==> src/design/ptg_pkg.sv <==
package ptg_pkg;

  // Field and register widths.
  localparam int KIND_W    = 2;
  localparam int FREQ_W    = 16;
  localparam int VOL_W     = 8;
  localparam int DUR_W     = 16;
  localparam int CLK_W     = 25;
  localparam int MAXV_W    = 4;
  localparam int CFG_IDX_W = 1;
  localparam int CFG_W     = CLK_W;

  // Waveform counter, period top and duty level width.
  localparam int WAVE_W = 16;

  // Volume table and slow prescaler.
  localparam int VOLUME_STEPS = 10;
  localparam int VIDX_W       = $clog2(VOLUME_STEPS);
  localparam int VDIV_W       = 8;
  localparam int SLOW_DIVIDE  = 256;
  localparam int PRESC_W      = $clog2(SLOW_DIVIDE);

  // Shared divider: one quotient bit per step over the widest dividend.
  localparam int DIV_STEPS = CLK_W;
  localparam int DIV_CNT_W = $clog2(DIV_STEPS + 1);

  // Reset values of the configuration registers.
  localparam logic [CLK_W-1:0]  CPU_CLOCK_RESET  = CLK_W'(16000000);
  localparam logic [MAXV_W-1:0] MAX_VOLUME_RESET = MAXV_W'(10);
  localparam logic [MAXV_W-1:0] VOLUME_TOP       = MAXV_W'(VOLUME_STEPS);

  // Item kinds.
  localparam logic [KIND_W-1:0] KIND_PLAY  = 2'd0;
  localparam logic [KIND_W-1:0] KIND_CLOCK = 2'd1;
  localparam logic [KIND_W-1:0] KIND_MILLI = 2'd2;

  // Configuration register indexes.
  localparam logic [CFG_IDX_W-1:0] REG_CPU_CLOCK  = 1'b0;
  localparam logic [CFG_IDX_W-1:0] REG_MAX_VOLUME = 1'b1;

  // Commands from the controller to the datapath.
  typedef struct packed {
    logic capture;
    logic finish_freq;
    logic commit;
    logic silence;
    logic clock_tick;
    logic milli_tick;
    logic load_out;
  } ptg_cmd_t;

  // Status from the datapath to the controller.
  typedef struct packed {
    logic [KIND_W-1:0] kind;
    logic              play_zero;
    logic              div_done;
    logic              half_zero;
  } ptg_status_t;

  // Duty divisor for each volume step; indexes past the end saturate.
  function automatic logic [VDIV_W-1:0] vol_divisor(input logic [VIDX_W-1:0] idx);
    logic [VDIV_W-1:0] res;
    unique case (idx)
      4'd0:    res = 8'd200;
      4'd1:    res = 8'd100;
      4'd2:    res = 8'd67;
      4'd3:    res = 8'd50;
      4'd4:    res = 8'd40;
      4'd5:    res = 8'd33;
      4'd6:    res = 8'd29;
      4'd7:    res = 8'd22;
      4'd8:    res = 8'd11;
      default: res = 8'd2;
    endcase
    return res;
  endfunction

endpackage

==> src/design/ptg_if.sv <==
// Input word channel.
interface ptg_item_if
  import ptg_pkg::*;
  ();
  logic              valid;
  logic              ready;
  logic [KIND_W-1:0] kind;
  logic [FREQ_W-1:0] frequency_hz;
  logic [VOL_W-1:0]  volume_level;
  logic [DUR_W-1:0]  duration_ms;

  modport source (output valid, kind, frequency_hz, volume_level, duration_ms,
                  input ready);
  modport sink (input valid, kind, frequency_hz, volume_level, duration_ms,
                output ready);
endinterface

// Result word channel.
interface ptg_result_if;
  logic valid;
  logic ready;
  logic pin_a;
  logic pin_b;
  logic sounding;

  modport source (output valid, pin_a, pin_b, sounding, input ready);
  modport sink (input valid, pin_a, pin_b, sounding, output ready);
endinterface

// Configuration write channel.
interface ptg_cfg_if
  import ptg_pkg::*;
  ();
  logic                 valid;
  logic                 ready;
  logic [CFG_IDX_W-1:0] index;
  logic [CFG_W-1:0]     data;

  modport source (output valid, index, data, input ready);
  modport sink (input valid, index, data, output ready);
endinterface

==> src/design/pwm_tone_generator_unit.sv <==
// Ticks, unknown words and plays with zero frequency or volume: one word per
// cycle while the result slot is free or draining; the result word is valid in
// the cycle after acceptance. Other plays: two passes of the shared divider at
// one quotient bit per cycle, then commit (if the frequency is too high, only
// the first, then silence). Reset (async, active low) silences the tone, clears
// all tone state and loads the configuration defaults; there is no clearing pass.
module pwm_tone_generator_unit
  import ptg_pkg::*;
(
  input  logic         clk_i,
  input  logic         rst_ni,
  ptg_item_if.sink     item_i,
  ptg_result_if.source result_o,
  ptg_cfg_if.sink      cfg_i
);

  ptg_cmd_t    cmd;
  ptg_status_t status;

  // Configuration is taken at any time.
  assign cfg_i.ready = 1'b1;

  ptg_ctrl u_ctrl (
    .clk_i          (clk_i),
    .rst_ni         (rst_ni),
    .item_valid_i   (item_i.valid),
    .item_ready_o   (item_i.ready),
    .result_valid_o (result_o.valid),
    .result_ready_i (result_o.ready),
    .status_i       (status),
    .cmd_o          (cmd)
  );

  ptg_dp u_dp (
    .clk_i          (clk_i),
    .rst_ni         (rst_ni),
    .cmd_i          (cmd),
    .status_o       (status),
    .kind_i         (item_i.kind),
    .frequency_hz_i (item_i.frequency_hz),
    .volume_level_i (item_i.volume_level),
    .duration_ms_i  (item_i.duration_ms),
    .cfg_write_i    (cfg_i.valid),
    .cfg_index_i    (cfg_i.index),
    .cfg_data_i     (cfg_i.data),
    .pin_a_o        (result_o.pin_a),
    .pin_b_o        (result_o.pin_b),
    .sounding_o     (result_o.sounding)
  );

endmodule

==> src/design/ptg_ctrl.sv <==
module ptg_ctrl
  import ptg_pkg::*;
(
  input  logic        clk_i,
  input  logic        rst_ni,
  input  logic        item_valid_i,
  output logic        item_ready_o,
  output logic        result_valid_o,
  input  logic        result_ready_i,
  input  ptg_status_t status_i,
  output ptg_cmd_t    cmd_o
);

  localparam logic [1:0] ST_IDLE     = 2'd0;
  localparam logic [1:0] ST_DIV_FREQ = 2'd1;
  localparam logic [1:0] ST_DIV_DUTY = 2'd2;

  logic [1:0] state_q, state_d;
  logic       out_valid_q, out_valid_d;
  logic       accept;

  // A word is taken only when idle and the result slot is free or draining.
  assign item_ready_o   = (state_q == ST_IDLE) && (!out_valid_q || result_ready_i);
  assign accept         = item_valid_i && item_ready_o;
  assign result_valid_o = out_valid_q;

  // Sequencing of words and the two divisions of a play command.
  always_comb begin
    state_d = state_q;
    cmd_o   = '0;
    unique case (state_q)
      ST_IDLE: begin
        if (accept) begin
          unique case (status_i.kind)
            KIND_PLAY: begin
              if (status_i.play_zero) begin
                cmd_o.silence  = 1'b1;
                cmd_o.load_out = 1'b1;
              end else begin
                cmd_o.capture = 1'b1;
                state_d       = ST_DIV_FREQ;
              end
            end
            KIND_CLOCK: begin
              cmd_o.clock_tick = 1'b1;
              cmd_o.load_out   = 1'b1;
            end
            KIND_MILLI: begin
              cmd_o.milli_tick = 1'b1;
              cmd_o.load_out   = 1'b1;
            end
            default: begin
              cmd_o.load_out = 1'b1;
            end
          endcase
        end
      end
      ST_DIV_FREQ: begin
        if (status_i.div_done) begin
          if (status_i.half_zero) begin
            // Frequency too high: silence without starting the duty division.
            cmd_o.silence  = 1'b1;
            cmd_o.load_out = 1'b1;
            state_d        = ST_IDLE;
          end else begin
            cmd_o.finish_freq = 1'b1;
            state_d           = ST_DIV_DUTY;
          end
        end
      end
      ST_DIV_DUTY: begin
        if (status_i.div_done) begin
          cmd_o.commit   = 1'b1;
          cmd_o.load_out = 1'b1;
          state_d        = ST_IDLE;
        end
      end
      default: begin
        state_d = ST_IDLE;
      end
    endcase
  end

  // Result slot occupancy.
  always_comb begin
    out_valid_d = out_valid_q;
    if (cmd_o.load_out) begin
      out_valid_d = 1'b1;
    end else if (result_ready_i) begin
      out_valid_d = 1'b0;
    end
  end

  always_ff @(posedge clk_i or negedge rst_ni) begin
    if (!rst_ni) begin
      state_q     <= ST_IDLE;
      out_valid_q <= 1'b0;
    end else begin
      state_q     <= state_d;
      out_valid_q <= out_valid_d;
    end
  end

`ifndef NO_ASSERTIONS
  // A result never overwrites one that has not been taken.
  assert property (@(posedge clk_i) disable iff (!rst_ni)
    cmd_o.load_out |-> (!out_valid_q || result_ready_i))
    else $error("result slot overwritten");

  // A nontrivial play command starts the period division.
  assert property (@(posedge clk_i) disable iff (!rst_ni)
    (accept && status_i.kind == KIND_PLAY && !status_i.play_zero)
      |=> (state_q == ST_DIV_FREQ))
    else $error("play command did not start the division");

  // The duty division only follows the period division.
  assert property (@(posedge clk_i) disable iff (!rst_ni)
    $rose(state_q == ST_DIV_DUTY) |-> ($past(state_q) == ST_DIV_FREQ))
    else $error("duty division entered out of order");
`endif

endmodule

==> src/design/ptg_dp.sv <==
module ptg_dp
  import ptg_pkg::*;
(
  input  logic                 clk_i,
  input  logic                 rst_ni,
  input  ptg_cmd_t             cmd_i,
  output ptg_status_t          status_o,
  input  logic [KIND_W-1:0]    kind_i,
  input  logic [FREQ_W-1:0]    frequency_hz_i,
  input  logic [VOL_W-1:0]     volume_level_i,
  input  logic [DUR_W-1:0]     duration_ms_i,
  input  logic                 cfg_write_i,
  input  logic [CFG_IDX_W-1:0] cfg_index_i,
  input  logic [CFG_W-1:0]     cfg_data_i,
  output logic                 pin_a_o,
  output logic                 pin_b_o,
  output logic                 sounding_o
);

  // Configuration registers.
  logic [CLK_W-1:0]  cpu_clock_q;
  logic [MAXV_W-1:0] max_volume_q;

  // Tone state.
  logic [WAVE_W-1:0]  top_q, top_d;
  logic [WAVE_W-1:0]  duty_q, duty_d;
  logic [WAVE_W-1:0]  wave_q, wave_d;
  logic               down_q, down_d;
  logic               slow_q, slow_d;
  logic [PRESC_W-1:0] presc_q, presc_d;
  logic               active_q, active_d;
  logic               timed_q, timed_d;
  logic [DUR_W-1:0]   remain_q, remain_d;

  // Captured play command and pending period.
  logic [VIDX_W-1:0] vidx_q;
  logic [DUR_W-1:0]  dur_q;
  logic [WAVE_W-1:0] top_pend_q;
  logic              slow_pend_q;

  // Shared restoring divider.
  logic [CLK_W-1:0]     quo_q;
  logic [FREQ_W-1:0]    rem_q;
  logic [FREQ_W-1:0]    dsr_q;
  logic [DIV_CNT_W-1:0] div_cnt_q;
  logic [FREQ_W:0]      rem_sh;
  logic [FREQ_W:0]      rem_sub;
  logic                 rem_ge;

  // Result word.
  logic pin_a_q, pin_b_q, sounding_q;
  logic res_a;

  // Volume clamp.
  logic [MAXV_W-1:0] vmax;
  logic [MAXV_W-1:0] vol_eff;

  // Period top from the first quotient.
  logic [CLK_W-2:0]  half;
  logic [CLK_W-2:0]  top0;
  logic [CLK_W-2:0]  tslow;
  logic [CLK_W-2:0]  tslow1;
  logic              top_big;
  logic [WAVE_W-1:0] top_next;
  logic [WAVE_W-1:0] top_sat;

  // Clock tick helpers.
  logic [PRESC_W:0]  presc_inc;
  logic              presc_wrap;
  logic              wave_step;

  assign status_o.kind      = kind_i;
  assign status_o.play_zero = (frequency_hz_i == '0) || (volume_level_i == '0);
  assign status_o.div_done  = (div_cnt_q == '0);
  assign status_o.half_zero = (half == '0);

  // Effective volume: level capped at the maximum, kept within one and the table length.
  always_comb begin
    if (max_volume_q == '0) begin
      vmax = MAXV_W'(1);
    end else if (max_volume_q > VOLUME_TOP) begin
      vmax = VOLUME_TOP;
    end else begin
      vmax = max_volume_q;
    end
    if (volume_level_i > VOL_W'(vmax)) begin
      vol_eff = vmax;
    end else begin
      vol_eff = volume_level_i[MAXV_W-1:0];
    end
  end

  // Period top, with the slow prescaler when the fast top does not fit.
  assign half    = quo_q[CLK_W-1:1];
  assign top0    = half - 1'b1;
  assign top_big = |top0[CLK_W-2:WAVE_W];
  assign tslow   = (CLK_W-1)'(top0 / SLOW_DIVIDE);
  assign tslow1  = (tslow != '0) ? tslow - 1'b1 : '0;
  assign top_sat = (|tslow1[CLK_W-2:WAVE_W]) ? '1 : tslow1[WAVE_W-1:0];
  assign top_next = top_big ? top_sat : top0[WAVE_W-1:0];

  // One quotient bit per step.
  assign rem_sh  = {rem_q, quo_q[CLK_W-1]};
  assign rem_ge  = rem_sh >= {1'b0, dsr_q};
  assign rem_sub = rem_sh - {1'b0, dsr_q};

  always_ff @(posedge clk_i or negedge rst_ni) begin
    if (!rst_ni) begin
      div_cnt_q <= '0;
    end else if (cmd_i.capture || cmd_i.finish_freq) begin
      div_cnt_q <= DIV_CNT_W'(DIV_STEPS);
    end else if (div_cnt_q != '0) begin
      div_cnt_q <= div_cnt_q - 1'b1;
    end
  end

  always_ff @(posedge clk_i) begin
    if (cmd_i.capture) begin
      quo_q <= cpu_clock_q;
      rem_q <= '0;
      dsr_q <= frequency_hz_i;
    end else if (cmd_i.finish_freq) begin
      quo_q <= CLK_W'(top_next);
      rem_q <= '0;
      dsr_q <= FREQ_W'(vol_divisor(vidx_q));
    end else if (div_cnt_q != '0) begin
      quo_q <= {quo_q[CLK_W-2:0], rem_ge};
      rem_q <= rem_ge ? rem_sub[FREQ_W-1:0] : rem_sh[FREQ_W-1:0];
    end
  end

  // Captured fields and the pending period.
  always_ff @(posedge clk_i) begin
    if (cmd_i.capture) begin
      vidx_q <= VIDX_W'(vol_eff - 1'b1);
      dur_q  <= duration_ms_i;
    end
    if (cmd_i.finish_freq) begin
      top_pend_q  <= top_next;
      slow_pend_q <= top_big;
    end
  end

  // Next tone state for play, tick and silence commands.
  always_comb begin
    top_d    = top_q;
    duty_d   = duty_q;
    wave_d   = wave_q;
    down_d   = down_q;
    slow_d   = slow_q;
    presc_d  = presc_q;
    active_d = active_q;
    timed_d  = timed_q;
    remain_d = remain_q;

    presc_inc  = {1'b0, presc_q} + 1'b1;
    presc_wrap = presc_inc == (PRESC_W+1)'(SLOW_DIVIDE);
    wave_step  = !slow_q || presc_wrap;

    if (cmd_i.commit) begin
      top_d   = top_pend_q;
      duty_d  = quo_q[WAVE_W-1:0];
      slow_d  = slow_pend_q;
      presc_d = '0;
      timed_d = (dur_q != '0);
      if (dur_q != '0) begin
        remain_d = dur_q;
      end
      if (wave_q > top_pend_q) begin
        wave_d = top_pend_q;
      end
      active_d = 1'b1;
    end

    if (cmd_i.clock_tick && active_q) begin
      if (slow_q) begin
        presc_d = presc_wrap ? '0 : presc_inc[PRESC_W-1:0];
      end
      if (wave_step) begin
        if (!down_q) begin
          if (wave_q < top_q) begin
            wave_d = wave_q + 1'b1;
          end else begin
            down_d = 1'b1;
            if (wave_q != '0) begin
              wave_d = wave_q - 1'b1;
            end
          end
        end else begin
          if (wave_q != '0) begin
            wave_d = wave_q - 1'b1;
          end else begin
            down_d = 1'b0;
            if (top_q != '0) begin
              wave_d = wave_q + 1'b1;
            end
          end
        end
        // Timed stop lands on the first compare match after expiry.
        if ((wave_d == duty_q) && timed_q && (remain_q == '0)) begin
          active_d = 1'b0;
          timed_d  = 1'b0;
        end
      end
    end

    if (cmd_i.milli_tick && active_q && timed_q && (remain_q != '0)) begin
      remain_d = remain_q - 1'b1;
    end

    if (cmd_i.silence) begin
      active_d = 1'b0;
      timed_d  = 1'b0;
    end
  end

  always_ff @(posedge clk_i or negedge rst_ni) begin
    if (!rst_ni) begin
      top_q    <= '0;
      duty_q   <= '0;
      wave_q   <= '0;
      down_q   <= 1'b0;
      slow_q   <= 1'b0;
      presc_q  <= '0;
      active_q <= 1'b0;
      timed_q  <= 1'b0;
      remain_q <= '0;
    end else begin
      top_q    <= top_d;
      duty_q   <= duty_d;
      wave_q   <= wave_d;
      down_q   <= down_d;
      slow_q   <= slow_d;
      presc_q  <= presc_d;
      active_q <= active_d;
      timed_q  <= timed_d;
      remain_q <= remain_d;
    end
  end

  // Configuration writes.
  always_ff @(posedge clk_i or negedge rst_ni) begin
    if (!rst_ni) begin
      cpu_clock_q  <= CPU_CLOCK_RESET;
      max_volume_q <= MAX_VOLUME_RESET;
    end else if (cfg_write_i) begin
      unique case (cfg_index_i)
        REG_CPU_CLOCK:  cpu_clock_q  <= cfg_data_i;
        REG_MAX_VOLUME: max_volume_q <= cfg_data_i[MAXV_W-1:0];
        default: ;
      endcase
    end
  end

  // Result word reflects the state after the word.
  assign res_a = active_d && (wave_d < duty_d);

  always_ff @(posedge clk_i) begin
    if (cmd_i.load_out) begin
      pin_a_q    <= res_a;
      pin_b_q    <= active_d && !res_a;
      sounding_q <= active_d;
    end
  end

  assign pin_a_o    = pin_a_q;
  assign pin_b_o    = pin_b_q;
  assign sounding_o = sounding_q;

`ifndef NO_ASSERTIONS
  // The counter never runs past the period top.
  assert property (@(posedge clk_i) disable iff (!rst_ni)
    wave_q <= top_q)
    else $error("wave counter above period top");

  // A new division never starts while one is running.
  assert property (@(posedge clk_i) disable iff (!rst_ni)
    (cmd_i.capture || cmd_i.finish_freq) |-> (div_cnt_q == '0))
    else $error("divider restarted while busy");

  // A play is committed only from a finished quotient.
  assert property (@(posedge clk_i) disable iff (!rst_ni)
    cmd_i.commit |-> (div_cnt_q == '0))
    else $error("commit before the duty division finished");
`endif

endmodule
==> src/flat_wrapper.sv <==
// flat-port wrapper written by rule: the top's interface ports become plain ports
module pwm_tone_generator_unit_flat import ptg_pkg::*;
  (clk_i, rst_ni, item_i_valid, item_i_kind, item_i_frequency_hz, item_i_volume_level, item_i_duration_ms, item_i_ready, result_o_valid, result_o_pin_a, result_o_pin_b, result_o_sounding, result_o_ready, cfg_i_valid, cfg_i_index, cfg_i_data, cfg_i_ready);
  ptg_item_if item_i_i ();
  ptg_result_if result_o_i ();
  ptg_cfg_if cfg_i_i ();
  input  logic clk_i;
  input  logic rst_ni;
  input wire logic [$bits(item_i_i.valid)-1:0] item_i_valid;
  input wire logic [$bits(item_i_i.kind)-1:0] item_i_kind;
  input wire logic [$bits(item_i_i.frequency_hz)-1:0] item_i_frequency_hz;
  input wire logic [$bits(item_i_i.volume_level)-1:0] item_i_volume_level;
  input wire logic [$bits(item_i_i.duration_ms)-1:0] item_i_duration_ms;
  output wire logic [$bits(item_i_i.ready)-1:0] item_i_ready;
  output wire logic [$bits(result_o_i.valid)-1:0] result_o_valid;
  output wire logic [$bits(result_o_i.pin_a)-1:0] result_o_pin_a;
  output wire logic [$bits(result_o_i.pin_b)-1:0] result_o_pin_b;
  output wire logic [$bits(result_o_i.sounding)-1:0] result_o_sounding;
  input wire logic [$bits(result_o_i.ready)-1:0] result_o_ready;
  input wire logic [$bits(cfg_i_i.valid)-1:0] cfg_i_valid;
  input wire logic [$bits(cfg_i_i.index)-1:0] cfg_i_index;
  input wire logic [$bits(cfg_i_i.data)-1:0] cfg_i_data;
  output wire logic [$bits(cfg_i_i.ready)-1:0] cfg_i_ready;
  assign item_i_i.valid = item_i_valid;
  assign item_i_i.kind = item_i_kind;
  assign item_i_i.frequency_hz = item_i_frequency_hz;
  assign item_i_i.volume_level = item_i_volume_level;
  assign item_i_i.duration_ms = item_i_duration_ms;
  assign item_i_ready = item_i_i.ready;
  assign result_o_valid = result_o_i.valid;
  assign result_o_pin_a = result_o_i.pin_a;
  assign result_o_pin_b = result_o_i.pin_b;
  assign result_o_sounding = result_o_i.sounding;
  assign result_o_i.ready = result_o_ready;
  assign cfg_i_i.valid = cfg_i_valid;
  assign cfg_i_i.index = cfg_i_index;
  assign cfg_i_i.data = cfg_i_data;
  assign cfg_i_ready = cfg_i_i.ready;
  pwm_tone_generator_unit u_core (.clk_i(clk_i), .rst_ni(rst_ni), .item_i(item_i_i), .result_o(result_o_i), .cfg_i(cfg_i_i));
endmodule
==> config.mk <==
export PLATFORM = sky130hd
export DESIGN_NAME = pwm_tone_generator_unit_flat
export DESIGN_NICKNAME = d
export VERILOG_FILES = /design/src/design/ptg_pkg.sv /design/src/design/ptg_if.sv /design/src/design/pwm_tone_generator_unit.sv /design/src/design/ptg_ctrl.sv /design/src/design/ptg_dp.sv /design/src/flat_wrapper.sv
export SDC_FILE = /design/constraint.sdc
export NUM_CORES = 1
export LEC_CHECK = 0
export BUFFER_PORTS_ARGS = -buffer_cell sky130_fd_sc_hd__buf_2
export CAP_MARGIN = 30
export CORE_ASPECT_RATIO = 0.6
export CORE_MARGIN = 2
export CORE_UTILIZATION = 55
export CTS_BUF_LIST = sky130_fd_sc_hd__clkbuf_4
export DETAILED_ROUTE_END_ITERATION = 10
export GPL_TIMING_DRIVEN = 0
export PLACE_DENSITY = 0.73
export SYNTH_ARGS = -nofsm -noshare
export SYNTH_HDL_FRONTEND = slang
export SYNTH_SLANG_ARGS = --single-unit
==> constraint.sdc <==
create_clock -name clk_i -period 12.09 [get_ports clk_i]
set_input_delay 0.6045 -clock clk_i [delete_from_list [all_inputs] [get_ports clk_i]]
set_output_delay 0.6045 -clock clk_i [all_outputs]
set_load 0.02 [all_outputs]
==> results.ini <==
[floorplan]
start_util_pct=55.5
coreArea_mm2=0.0251
fp.dieH_um=127
std_cell_rows=45
boundaryPins=79
die_area_mm2=0.0266
die_w_um=209

[finish]
final_layout_size_suffix_gt1_share_pct=13.4
fin_cells=2070
fin_nets=1849
area_delta_synth_final_pct=12.7
fill_cells=2178
final_util_pct=62.5

[logic_synthesis]
synth.most_common_cell=nand2_1
synth_area_leader_cell=dfrtp_1
synth-seq-cells=218
synthDistinctLibCells=78
synth_top_area_share_pct=18.7
synth_edf_count=81
synth_common_cells=197 x nand2_1, 104 x dfrtp_1, 103 x inv_1
synth.avg_cell_area_um2=9.01
ys_seq_area_share_pct=41.4
syn-num-nets=1697
yosys_warnings=0
synth-main-ff-cell=dfrtp_1
yosys-top-cells-area=dfrtp_1 19%, edfxtp_1 18%, ha_1 7.3%, nand2_1 5.3%, o21ai_0 3.6%
postSynthCellCount=1542
async_reset_ff_share_pct=51.8
synthesis.area_mm2=0.0139

[grt]
grt_pass1_wl_um=69300
grt_remaining_overflow=0
grt.total_usage_pct=34.1
first_global_vias=12100
antenna_found_initial=1
grt_max_degree=76

[route]
drtPass1Iterations=5
wl_um=44700
vias_per_cell=6.19
final_antenna_net_count=0
first_iter_violations=1465
drc_errors=0
wl_per_cell_um=21.6
vias=12800

[clock_tree]
cts-buffers-inserted=54
cts_root_buffer=clkbuf_4
ctsHtreeMaxLevel=2
cts_tree=built
worstSkewPairLatency_ns=0.72
clk_path_buf_depth=3
clock-sinks=218
clk_pin_slew_worst_paths_ns=0.08

[timing]
finClkSkew_ns=0.0667
tightest_slew_ns=1.03
min_period_ns=5.99
fin_worst_hold_slack_ns=0.0620
maxSlewViolCount=0
rsz0062_at_grt=no
slew_headroom_pct=30.4
setup_violations=0
hold_viol=0
fmax_mhz=167
post-route-period-util_pct=49.6
tns_ns=0

[critical_path]
r2r_end=u_core.u_dp.pin_b_o
worst-endpoint-required_ns=12.55
reg2reg_depth=21
rr_startpoint=u_core.u_dp.div_cnt_q[0]
crit_type=flip-flop to flip-flop
critPathMaxFanout=9
worstSetupStartpointType=flip-flop
cp.arrival_ns=6.45
reg2reg_slack_ns=6.10
cp-end-kind=flip-flop

[worst_hold_path]
hold_path.startpoint=item_i_duration_ms[12]
hold_depth=1
hp-class=input pin to flip-flop
worstHoldEndpoint=u_core.u_dp.dur_q[12]

[power]
ir_worst_vdd_v=0.000110
powerDensity_mw_per_mm2=151
p_leak_nw=6.67
power_mw=2.37

[run]
drv_cap=0

[placement]
place_congestion=1.04
numPortBuffers=77
dp_hpwl_um=34700
placed_cells=1953

[run_status]
run_status=finished clean

## through the flow
stage / worst slack (ns) / area [µm²]
after CTS: 6.33 / 15600
after global routing: 5.88 / 15700
final: 6.10 / 15700
after global placement: 6.25 / 14700
after floorplan: 7.63 / 13900
after detailed placement: 6.34 / 14800
## routing by layer
layer | track usage, % | wire [µm] | part of all wire [%] | vias up
li1 | - | - | - | 5951
met1 | 52.9 | 21400 | 48 | 6120
met2 | 44.5 | 16700 | 37 | 686
met3 | 12.7 | 6010 | 13 | 57
met4 | 6.72 | 519 | 1.2 | 2
met5 | 1.81 | 65 | 0.15 | -
## worst max path at each step
| stage | startpoint | end | slack [ns] | cells past startpoint |
|---|---|---|---|---|
| after floorplan | u_core.u_dp.wave_q[3] | u_core.u_dp.pin_b_o | 7.63 | 20 |
| final | u_core.u_dp.div_cnt_q[0] | u_core.u_dp.pin_b_o | 6.10 | 21 |
| after detailed placement | u_core.u_dp.div_cnt_q[0] | u_core.u_dp.pin_b_o | 6.34 | 21 |
| after global placement | u_core.u_dp.div_cnt_q[0] | u_core.u_dp.pin_b_o | 6.25 | 21 |
| after global routing | u_core.u_dp.div_cnt_q[0] | u_core.u_dp.pin_b_o | 5.88 | 21 |
| after CTS | u_core.u_dp.div_cnt_q[0] | u_core.u_dp.pin_b_o | 6.33 | 21 |
## placed cells by master, fill, tap and decap left out, types with 38 or more instances in the layout
cell        n
nand2_1   197
dfrtp_1   104
inv_1     103
nor2_1    100
o21ai_0   100
buf_2      85
ha_1       81
edfxtp_1   81
a21oi_1    78
clkbuf_4   78
clkbuf_1   65
nand3_1    42
nor3_1     41
xnor2_1    40
mux2_2     38
## power breakdown
group          internal [mW]  switching [mW]
clock                  0.344           0.324
sequential             0.867          0.0789
combinational          0.302           0.450
## cells by family after synthesis
logic type                 Yosys count  share of synthesized area [%]
and+or+nand+nor                    555                           19.3
AOI/OAI and AO/OA                  371                           17.3
DFF                                218                           41.4
buffers and inverters              178                           4.88
adders and majority gates           83                           7.51
muxes                               69                           5.31
xor gates and xnor gates            67                           4.22
other                                1                         0.0270
## flip-flops by register name (all words and copies together) (netlist names), 5 cells and up, named ones only
register                 count
u_core.u_dp.duty_q          16
u_core.u_dp.remain_q        16
u_core.u_dp.top_pend_q      16
u_core.u_dp.rem_q           16
u_core.u_dp.quo_q           25
u_core.u_dp.wave_q          16
u_core.u_dp.top_q           16
u_core.u_dp.cpu_clock_q     25
u_core.u_dp.div_cnt_q        5
u_core.u_dp.presc_q          8
u_core.u_dp.dsr_q           16
u_core.u_dp.dur_q           16
## worst max-delay path, stage by stage, from the launching register on
cell,delay (ns)
dfrtp_1,0.39
inv_1,0.08
ha_1,0.20
or4b_2,0.59
clkbuf_1,0.20
nor2_1,0.63
o21ai_1,0.37
nor2_1,0.69
a311oi_1,0.26
a21boi_1,0.20
a21oi_1,0.36
ha_1,0.34
a21o_1,0.18
a21o_1,0.18
a21oi_1,0.14
nor2b_1,0.06
o21ai_0,0.15
nand2b_1,0.07
a21oi_1,0.20
nor2b_1,0.07
nor3_1,0.27
nor3b_1,0.09
## cell type report
| cell class | instances | area [µm²] | share of cell area, % |
|---|---|---|---|
| well taps | 329 | 412 | 2.63 |
| plain buffers | 75 | 293 | 1.87 |
| multi-input cells | 1146 | 7470 | 47.7 |
| repair buffers | 96 | 602 | 3.84 |
| flip-flops and latches | 218 | 5750 | 36.7 |
| diodes | 1 | 2.50 | 0.0160 |
| clock buffers | 78 | 586 | 3.74 |
| inverters | 103 | 387 | 2.47 |
| clock inverters | 24 | 158 | 1.01 |
## timing repair
action,4_1_cts,5_1_grt
setup buffers,0,0
setup endpoints to repair,0,0
hold endpoints to repair,41,0
gates resized for setup,0,0
hold buffers,12,0
(Power assumes the default switching activity.)
